`config.mk`:
```
export PLATFORM = sky130hd
export DESIGN_NAME = lru_replacement_list
export DESIGN_NICKNAME = d
export VERILOG_FILES = /design/src/rtl/lrl_pkg.sv /design/src/rtl/lrl_cell.sv /design/src/rtl/lru_replacement_list.sv
export SDC_FILE = /design/constraint.sdc
export NUM_CORES = 1
export LEC_CHECK = 0
export BUFFER_PORTS_ARGS = -buffer_cell sky130_fd_sc_hd__buf_2
export CAP_MARGIN = 20
export CORE_AREA = 2 2 125 248
export DETAILED_ROUTE_END_ITERATION = 10
export DIE_AREA = 0 0 127 250
export PLACE_DENSITY = 0.71
export RECOVER_POWER = 50
export SKIP_CTS_REPAIR_TIMING = 1
export SLEW_MARGIN = 15
export SYNTH_ARGS = -nofsm -noshare
export SYNTH_HDL_FRONTEND = slang
export SYNTH_SLANG_ARGS = --single-unit
```
`constraint.sdc`:
```
create_clock -name aclk -period 5 [get_ports aclk]
set_input_delay 0.25 -clock aclk [delete_from_list [all_inputs] [get_ports aclk]]
set_output_delay 0.25 -clock aclk [all_outputs]
set_load 0.02 [all_outputs]
```
`src/rtl/lrl_pkg.sv`:
```
// LRU replacement list: shared operation codes and the control bundle
// that the list control drives into every slot cell. No dependencies.
package lrl_pkg;

    typedef enum logic [1:0] {
        CMD_INSERT = 2'd0,
        CMD_VICTIM = 2'd1,
        CMD_ERASE  = 2'd2
    } lrl_cmd_t;

    localparam int unsigned KEY_W   = 16;
    localparam int unsigned COUNT_W = 5;

    typedef struct packed {
        logic             shift_en;
        logic             shift_all;
        logic             load_en;
        logic [KEY_W-1:0] key;
    } lrl_ctrl_t;

endpackage

```
`src/rtl/lrl_cell.sv`:
```
// LRU replacement list: one slot cell. Holds one key, compares it with the
// lookup key, and shifts or loads under the shared control. Uses lrl_pkg.
module lrl_cell
    import lrl_pkg::*;
#(
    parameter int unsigned IDX   = 0,
    parameter int unsigned CNT_W = 5,
    parameter int unsigned IDX_W = 4
) (
    input  logic             aclk,
    input  lrl_ctrl_t        ctrl,
    input  logic [CNT_W-1:0] count,
    input  logic [IDX_W-1:0] load_idx,
    input  logic             match_in,
    input  logic [KEY_W-1:0] nbr_key,
    output logic             match_out,
    output logic [KEY_W-1:0] key_out
);

    logic [KEY_W-1:0] key_reg;
    logic [KEY_W-1:0] key_next;
    logic             occupied;

    assign occupied  = CNT_W'(IDX) < count;
    assign match_out = match_in | (occupied && (key_reg == ctrl.key));
    assign key_out   = key_reg;

    always_comb begin
        priority if (ctrl.load_en && (load_idx == IDX_W'(IDX))) begin
            key_next = ctrl.key;
        end else if (ctrl.shift_en && (ctrl.shift_all || match_out)) begin
            key_next = nbr_key;
        end else begin
            key_next = key_reg;
        end
    end

    always_ff @(posedge aclk) begin
        key_reg <= key_next;
    end

endmodule

```
`src/rtl/lru_replacement_list.sv`:
```
// LRU replacement list top level: list control, row of slot cells and the
// result register. Uses lrl_pkg and lrl_cell.
//
// Usage: each transfer on the s_ channel carries one operation (s_cmd) and a
// key (s_key). Insert moves a present key to most recent or appends a new one;
// a new key offered to a full list is dropped with m_overflow set. Victim pops
// the least recent key into m_victim_key. Erase removes a key, m_ok telling
// whether it was present. Every operation gives exactly one m_ transfer with
// the number of keys held afterwards in m_count.
// The result is registered, valid in the cycle after the transfer. Throughput:
// one operation per cycle when not stalled; all cells compare in parallel, and a
// match ripples along the cell chain to select the cells shifting to the old end.
// Stall: the result register holds while m_ready is low, and s_ready follows
// it, so a new operation is taken in the same cycle the pending result leaves.
// Reset: the count clears and the list is empty at once; no clearing pass.
module lru_replacement_list
    import lrl_pkg::*;
#(
    parameter int unsigned CAPACITY = 16
) (
    input  logic               aclk,
    input  logic               aresetn,
    input  logic               s_valid,
    output logic               s_ready,
    input  logic [1:0]         s_cmd,
    input  logic [KEY_W-1:0]   s_key,
    output logic               m_valid,
    input  logic               m_ready,
    output logic               m_ok,
    output logic [KEY_W-1:0]   m_victim_key,
    output logic [COUNT_W-1:0] m_count,
    output logic               m_overflow
);

    localparam int unsigned CNT_W = $clog2(CAPACITY + 1);
    localparam int unsigned IDX_W = $clog2(CAPACITY);

    logic [CNT_W-1:0]   cnt_reg;
    logic [CNT_W-1:0]   cnt_next;
    logic               m_valid_reg;
    logic               m_ok_reg;
    logic [KEY_W-1:0]   m_victim_reg;
    logic [COUNT_W-1:0] m_count_reg;
    logic               m_overflow_reg;

    logic               fire;
    logic               is_ins, is_vic, is_era;
    logic               hit, full, empty;
    logic               ins_ok, ins_new, vic_ok, era_ok, ovf;
    logic [31:0]        cnt_wide;
    logic [IDX_W-1:0]   load_idx;
    lrl_ctrl_t          ctrl;

    logic [CAPACITY:0]  match_chain;
    logic [KEY_W-1:0]   cell_key [CAPACITY+1];

    assign s_ready = !m_valid_reg || m_ready;
    assign fire    = s_valid && s_ready;

    assign is_ins = s_cmd == CMD_INSERT;
    assign is_vic = s_cmd == CMD_VICTIM;
    assign is_era = s_cmd == CMD_ERASE;

    assign hit   = match_chain[CAPACITY];
    assign full  = cnt_reg == CNT_W'(CAPACITY);
    assign empty = cnt_reg == '0;

    assign ins_new = is_ins && !hit && !full;
    assign ins_ok  = is_ins && (hit || !full);
    assign ovf     = is_ins && !hit && full;
    assign vic_ok  = is_vic && !empty;
    assign era_ok  = is_era && hit;

    always_comb begin
        priority if (ins_new) begin
            cnt_next = cnt_reg + CNT_W'(1);
        end else if (vic_ok || era_ok) begin
            cnt_next = cnt_reg - CNT_W'(1);
        end else begin
            cnt_next = cnt_reg;
        end
    end

    assign cnt_wide = 32'(cnt_next);
    assign load_idx = IDX_W'(cnt_next - CNT_W'(1));

    always_comb begin
        ctrl.shift_en  = fire && ((is_ins && hit) || era_ok || vic_ok);
        ctrl.shift_all = is_vic;
        ctrl.load_en   = fire && ins_ok;
        ctrl.key       = s_key;
    end

    assign match_chain[0]     = 1'b0;
    assign cell_key[CAPACITY] = '0;

    for (genvar i = 0; i < CAPACITY; i++) begin : g_cell
        lrl_cell #(
            .IDX   (i),
            .CNT_W (CNT_W),
            .IDX_W (IDX_W)
        ) u_cell (
            .aclk      (aclk),
            .ctrl      (ctrl),
            .count     (cnt_reg),
            .load_idx  (load_idx),
            .match_in  (match_chain[i]),
            .nbr_key   (cell_key[i+1]),
            .match_out (match_chain[i+1]),
            .key_out   (cell_key[i])
        );
    end

    always_ff @(posedge aclk) begin
        if (!aresetn) begin
            cnt_reg     <= '0;
            m_valid_reg <= 1'b0;
        end else begin
            if (fire) begin
                cnt_reg <= cnt_next;
            end
            if (s_ready) begin
                m_valid_reg <= s_valid;
            end
        end
    end

    always_ff @(posedge aclk) begin
        if (fire) begin
            m_ok_reg       <= ins_ok || vic_ok || era_ok;
            m_victim_reg   <= vic_ok ? cell_key[0] : '0;
            m_count_reg    <= cnt_wide[COUNT_W-1:0];
            m_overflow_reg <= ovf;
        end
    end

    assign m_valid      = m_valid_reg;
    assign m_ok         = m_ok_reg;
    assign m_victim_key = m_victim_reg;
    assign m_count      = m_count_reg;
    assign m_overflow   = m_overflow_reg;

    a_cnt_bound: assert property (@(posedge aclk) disable iff (!aresetn)
        cnt_reg <= CNT_W'(CAPACITY))
        else $error("key count exceeds capacity");

    a_cnt_step: assert property (@(posedge aclk) disable iff (!aresetn)
        fire |=> (cnt_reg == $past(cnt_reg) || cnt_reg == $past(cnt_reg) + CNT_W'(1)
                  || cnt_reg == $past(cnt_reg) - CNT_W'(1)))
        else $error("key count moved by more than one");

    a_ovf_not_ok: assert property (@(posedge aclk) disable iff (!aresetn)
        (m_valid && m_overflow) |-> !m_ok)
        else $error("dropped insert reported as done");

    a_hold_count: assert property (@(posedge aclk) disable iff (!aresetn)
        !fire |=> cnt_reg == $past(cnt_reg))
        else $error("key count changed without a transfer");

endmodule
```
# --- Word-level counts from Yosys, hierarchy flattened ---
# Index checks and enable logic that the tools add are counted.
classes:
  n_addsub: 3
  magnitude_cmp: 16
  eq_ne: 34
  muxes: 34
  n_bitwise: 15
  n_reduce_logical: 104
op_table:
  columns: ["operator", "count"]
  rows:
  - ["$mux 16", 32]
  - ["$eq 16x16->1", 16]
  - ["$logic_and 1x1->1", 58]
  - ["$lt 4x5->1 const A", 8]
  - ["$eq 4x4->1 const B", 8]
  - ["$reduce_bool 2->1", 16]
  - ["$logic_or 1x1->1", 23]
  - ["$lt 3x5->1 const A", 4]
  - ["$eq 4x3->1 const B", 4]
  - ["$or 1x1->1", 15]
  - ["$lt 1x5->1 const A", 2]
  - ["$lt 2x5->1 const A", 2]
  - ["$mux 5", 2]
  - ["$eq 4x2->1 const B", 2]
  - ["$add 5x1->5 const B", 1]
  - ["$eq 5x5->1 const B", 1]
  - ["$logic_not 5->1", 1]
  - ["$sub 5x1->5 const B", 1]
  - ["$eq 4x1->1 const B", 1]
  - ["$logic_not 1->1", 4]
  - ["$logic_not 4->1", 1]
  - ["$sub 4x1->4 const B", 1]
  - ["$eq 2x1->1 const B", 1]
  - ["$eq 2x2->1 const B", 1]
  - ["$logic_not 2->1", 1]
totals:
  ff_bits: 285
  out_inout_bits: 25
  wordCells: 228

# --- Depth between registers and ports, before layout ---
logic_depth:
  word_depth: 25
  ltp_mapped: 17

# --- Cells and area by module ---
# Synthesis repeated with hierarchy kept, for this count alone.
unflattened:
  hier_cells: 1129
  hier_area_um2: 16505.8
by_module_without_submodules:
  columns: ["mod", "n_inst", "cells_per_inst", "area_each_um2", "seq_area_each_um2"]
  rows:
  - ["lrl_cell at g_cell[14].u_cell ...", 2, 62, 947.2, 480.5]
  - ["lrl_cell at g_cell[0].u_cell ...", 2, 62, 945.9, 480.5]
  - ["lrl_cell at g_cell[13].u_cell ...", 2, 62, 944.7, 480.5]
  - ["lru_replacement_list", 1, 132, 1503.9, 810.8]
  - ["lrl_cell at g_cell[1].u_cell", 1, 65, 965.9, 480.5]
  - ["lrl_cell at g_cell[4].u_cell", 1, 65, 958.4, 480.5]
  - ["lrl_cell at g_cell[5].u_cell", 1, 62, 950.9, 480.5]
  - ["lrl_cell at g_cell[8].u_cell", 1, 63, 949.7, 480.5]
  - ["lrl_cell at g_cell[10].u_cell", 1, 63, 948.4, 480.5]
  - ["lrl_cell at g_cell[12].u_cell", 1, 62, 943.4, 480.5]
  - ["lrl_cell at g_cell[7].u_cell", 1, 60, 908.4, 480.5]
  - ["lrl_cell at g_cell[11].u_cell", 1, 62, 903.4, 480.5]
  - ["lrl_cell at g_cell[3].u_cell", 1, 63, 899.6, 480.5]
  - ["lrl_cell at g_cell[15].u_cell", 1, 60, 898.4, 480.5]

# --- Least setup slack after synthesis ---
# No wires, ideal clock.
synth_timing:
  kind: "register to register"
  startpoint: "register cnt_reg[1]"
  endpoint: "register g_cell[11].u_cell.key_reg[0], enable pin"
  arrival_time_ns: 3.881
  t_required_ns: 4.589
  path_slack_ns: 0.708
  stages_incl_launch_ff: 16
  path_buffers: 3
  synth_period_minus_slack_ns: 4.292
  cell_sequence: "dfxtp_1 > clkbuf_1 > inv_1 > ha_1 > o21ai_0 > nor4bb_1 > o2bb2ai_1 > nor4_4 > nand4_4 > a31oi_1 > o21bai_2 > xor2_4 > buf_4 > nand4_2 > buf_2 > o21ai_0"
synth_via:
  elab_chain_len: 25
  elab_cells_between_ends: 74
  cone_classes: "add/sub (3); order compare (16); eq/ne (2); mux (2); bitwise (15); reduce/logical (36)"
synth_rtl:
  columns: ["element", "line", "rtl"]
  rows:
  - ["from (decl)", "lru_replacement_list.sv:38", "logic [CNT_W-1:0] cnt_reg;"]
  - ["from (signal assigned)", "lru_replacement_list.sv:120", "cnt_reg <= cnt_next;"]
  - ["$lt 1x5->1", "lrl_cell.sv:24", "assign occupied = CNT_W'(IDX) < count;"]
  - ["$logic_and 1x1->1", "lrl_cell.sv:25", "assign match_out = match_in | (occupied && (key_reg == ctrl.key));"]
  - ["$or 1x1->1 (15 in a row)", "lrl_cell.sv:25", null]
  - ["$logic_and 1x1->1 / $logic_not 1->1 (equally long branches)", "lru_replacement_list.sv:72, lru_replacement_list.sv:68", null]
  - ["$logic_or 1x1->1 / $logic_and 1x1->1 (equally long branches)", "lru_replacement_list.sv:77, lru_replacement_list.sv:68", null]
  - ["$mux 5 / $logic_and 1x1->1 (equally long branches)", "lru_replacement_list.sv:77, lru_replacement_list.sv:68", null]
  - ["$mux 5 (*)", "lru_replacement_list.sv:75", "priority if (ins_new) begin"]
  - ["net cnt_next[3]", "lru_replacement_list.sv:39", "logic [CNT_W-1:0] cnt_next;"]
  - ["$sub 4x1->4 (*)", "lru_replacement_list.sv:85", "assign load_idx = IDX_W'(cnt_next - CNT_W'(1));"]
  - ["$eq 4x4->1 (*)", "lrl_cell.sv:29", "priority if (ctrl.load_en && (load_idx == IDX_W'(IDX))) begin"]
  - ["$logic_and 1x1->1 (*)", "lrl_cell.sv:29", null]
  - ["$reduce_bool 2->1 (no line) (*)", null, null]
  - ["to (signal assigned)", "lrl_cell.sv:39", "key_reg <= key_next;"]
  - ["to (decl)", "lrl_cell.sv:20", "logic [KEY_W-1:0] key_reg;"]
# Mark *: on every way through the listed nets, which the timed path passes. The rest lies on a longest branch.
# A chain may end at the register's enable or synchronous reset.

# --- Final worst setup path ---
layout_timing:
  startpoint: "register cnt_reg[4]"
  endpoint: "register g_cell[9].u_cell.key_reg[5] (data pin)"
layout_via:
  elab_chain_len: 25
  elab_cells_between_ends: 66
  cone_classes: "add/sub (1); order compare (16); eq/ne (2); mux (3); bitwise (15); reduce/logical (29)"
layout_rtl:
  columns: ["element", "line", "rtl"]
  rows:
  - ["$lt 1x5->1", "lrl_cell.sv:24", null]
  - ["$logic_and 1x1->1", "lrl_cell.sv:25", null]
  - ["$or 1x1->1 (15 in a row)", "lrl_cell.sv:25", null]
  - ["$logic_and 1x1->1 / $logic_not 1->1 (equally long branches)", "lru_replacement_list.sv:72, lru_replacement_list.sv:68", null]
  - ["$logic_or 1x1->1 / $logic_and 1x1->1 (equally long branches)", "lru_replacement_list.sv:77, lru_replacement_list.sv:68", null]
  - ["$mux 5 / $logic_and 1x1->1 (equally long branches)", "lru_replacement_list.sv:77, lru_replacement_list.sv:68", null]
  - ["$mux 5", "lru_replacement_list.sv:75", null]
  - ["$sub 4x1->4", "lru_replacement_list.sv:85", null]
  - ["$eq 4x4->1", "lrl_cell.sv:29", null]
  - ["$logic_and 1x1->1 (*)", "lrl_cell.sv:29", null]
  - ["$mux 16 (*)", "lrl_cell.sv:29", null]
  - ["net g_cell[9].u_cell.key_next[5]", "lrl_cell.sv:21", "logic [KEY_W-1:0] key_next;"]
  - ["to (signal assigned)", "lrl_cell.sv:39", null]
  - ["to (decl)", "lrl_cell.sv:20", null]
# Marked as above.

==> impl_metrics.csv <==
group,metric,value,unit
global_route,grt_pass1_vias,10000,
sta,fin_tns_setup,0,ns
synthesis,synthMuxAreaShare,16.79,%
synthesis,seq_area_frac_synth,52.60,%
sta,fin_crit_sh,93.36,%
synthesis,synth-seq-cells,285,
hold_path,hold_class,"input port to flop",
clock_network,htreeDepth,1,
clock_network,insertion_delay,0.57,ns
floorplanning,fp.dieW,127,microns
synthesis,syn_nets,1207,
placement,gp_congestion,0.9724,
synthesis,synth-xor-area-share,14.61,%
power,ir_drop,0.3742,mV
synthesis,synth-simple-area-share,8.651,%
sta,skew,0.02318,ns
floorplanning,die_area,31750,sq um
global_route,grt_first_pass_wirelength,61.18,mm
placement,placed_cell_area,16980,sq um
layout,layout-drive-gt1-share,26.96,%
layout,nNetsFinal,1269,
critical_path,cp.required,5.32,ns
critical_path,crit_fanout,18,
floorplanning,pin_count,47,
sta,setup_violations,0,
critical_path,path_class,"flop to flop",
clock_network,clk_pin_slew,0.07,ns
synthesis,synth_compound_area_share,2.935,%
flow_run,max-cap-violations,0,
synthesis,synth_top_family_by_area,"multiplexers",
sta,slew-limit-headroom,2.072,%
drt,via_count,9696,
drt,ant_nets,0,
sta,holdWs,-0.005143,ns
layout,syn_to_final_growth,10.94,%
floorplanning,rows,90,
drt,vias_per_cell,5.938,
floorplanning,die_y,250,microns
drt,initialDrtViolationCount,880,
floorplanning,initial_core_util,53.93,%
synthesis,synth_edf_count,279,
drt,first_pass_iters,5,
drt,wirelength,39.89,mm
power,finalPower,5.620,mW
global_route,grt_usage,25.24,%
critical_path,r2r_cells,12,
placement,port_buffers,46,
layout,diodes,0,
run_status,violations,"hold timing",
placement,dp_hpwl,28.38,mm
critical_path,worstPathArrival,4.99,ns
layout,design_area,17920,sq um
global_route,antenna_found_initial,0,
power,power_density,313.6,nW/um^2
sta,tightest_slew,1.469,ns
clock_network,cts_tree,"built",
critical_path,end_kind,"flop",
hold_path,whs_path_depth,2,
sta,fmax,214.2,MHz
synthesis,yosysWarnings,0,
floorplanning,core,29950,sq um
synthesis,synth_cells,1181,
synthesis,synthesis.area,16160,sq um
clock_network,cts_num_sinks,285,
sta,rsz0062_at_grt,"false",
global_route,grt_max_degree,31,
synthesis,async_flop_share,0,%
clock_network,cts-root-buf,"clkbuf_16",
sta,min_period,4.668,ns
power,p_leak,6.020,nW
layout,fin_util,59.83,%
drt,drc,0,
sta,drv_slew,0,
global_route,grt_overflow,0,
synthesis,synth_fa_ha_area_share,0.3098,%
drt,routedWlPerCell,24.43,microns
synthesis,synth.avg_cell_area,13.68,sq um
synthesis,synth_cell_types,62,
run_status,status,"finished, violations left",
sta,hold_viol,2,
clock_network,clock_path_buffers,3,
layout,largest_reg_flops,256,
critical_path,critPathLaunchType,"flop",
clock_network,cts_buffers,28,
synthesis,synthFlopType,"edfxtp_1",
[layout make-up]
class | count | area, sq um
Tap cell | 368 | 460.4
Fill cell | 2315 | 12030
Inverter | 9 | 33.78
Multi-Input combinational cell | 795 | 6944
Clock buffer | 31 | 711.9
Clock inverter | 21 | 346.6
Sequential cell | 285 | 8498
Timing Repair Buffer | 124 | 927.1
[kinds of logic after synthesis]
| logic type | after synthesis |
|---|---|
| DFF | 285 |
| muxes | 241 |
| AOI/OAI and AO/OA | 61 |
| adders and majority gates | 4 |
| xor gates and xnor gates | 263 |
| buffers and inverters | 101 |
| and+or+nand+nor | 226 |
[cells in the mapped netlist, drive strengths merged, types with 3 or more instances]
master / count / area [sq um]
nand2: 27 / 101.4
or3: 8 / 50.05
dfxtp: 6 / 120.1
a21oi: 8 / 43.79
ha: 4 / 50.05
nor2: 26 / 107.6
nor3: 18 / 135.1
nand4: 24 / 183.9
nor2b: 3 / 18.77
xor2: 172 / 1525
xnor2: 91 / 834.6
o32ai: 3 / 45.05
nor3b: 4 / 63.81
a21o: 4 / 30.03
and2: 37 / 231.5
buf: 70 / 546.8
o21ai: 10 / 50.04
o22ai: 10 / 68.81
a2111oi: 3 / 32.53
inv: 7 / 26.28
nand2b: 7 / 43.79
a21boi: 3 / 22.52
edfxtp: 279 / 8378
o21bai: 7 / 56.30
nor4: 42 / 284.0
mux2: 240 / 2703
nand3: 24 / 125.1
clkbuf: 22 / 82.58
[stage by stage]
| step | setup slack [ns] | instances |
|---|---|---|
| 4_1_cts | 0.5183 | 1632 |
| 6_report | 0.3320 | 1633 |
| 3_3_place_gp | 0.4412 | 1580 |
| 5_1_grt | 0.08910 | 1633 |
| 3_5_place_dp | 0.3920 | 1580 |
| 2_1_floorplan | 0.7079 | 1181 |
[final timing paths]
check	from	to	slack, ns
max	cnt_reg[4]	g_cell[9].u_cell.key_out[5]	0.33
min	aresetn	cnt_reg[4]	-0.005
max reg2reg	cnt_reg[4]	g_cell[9].u_cell.key_out[5]	0.33
min reg2reg	m_valid	m_valid	0.56
[per-layer routing]
layer  wire, microns  GRT usage, %  vias up
li1                -             -     4452
met1           16730         34.19     4833
met2           19900         42.33      340
met3            2130         3.130       71
met4            1125         8.006        0
met5               0             0        -
[report_power, final]
group | total (mW) | internal (mW) | switching, mW | leakage [nW]
clock network | 2.43 | 1.50 | 0.937 | 0.514
logic | 0.508 | 0.184 | 0.324 | 2.93
registers | 2.68 | 2.65 | 0.0273 | 2.58
[critical path, stage by stage, from the launching register on]
cell and delay, ns:
dfxtp_1 0.73, inv_1 0.24, a2111oi_0 0.51, nand3_1 0.12, o22ai_1 0.29, nor2_1 0.17
nand4_4 0.17, a31oi_1 0.15, o21bai_1 0.36, xor2_4 0.52, nor3b_1 0.49, buf_4 0.30
mux2_2 0.36
[layout by cell type (no fill, tap or decap), types with 23 or more instances in the layout]
cell	instances
edfxtp_1	279
mux2_2	181
xor2_1	171
xnor2_1	89
mux2_1	59
buf_4	46
nor4_1	40
clkbuf_1	34
clkbuf_16	28
nand2_1	27
and2_0	24
nand3_1	23
nor2_1	23
Power figures use the tool's default switching activity.
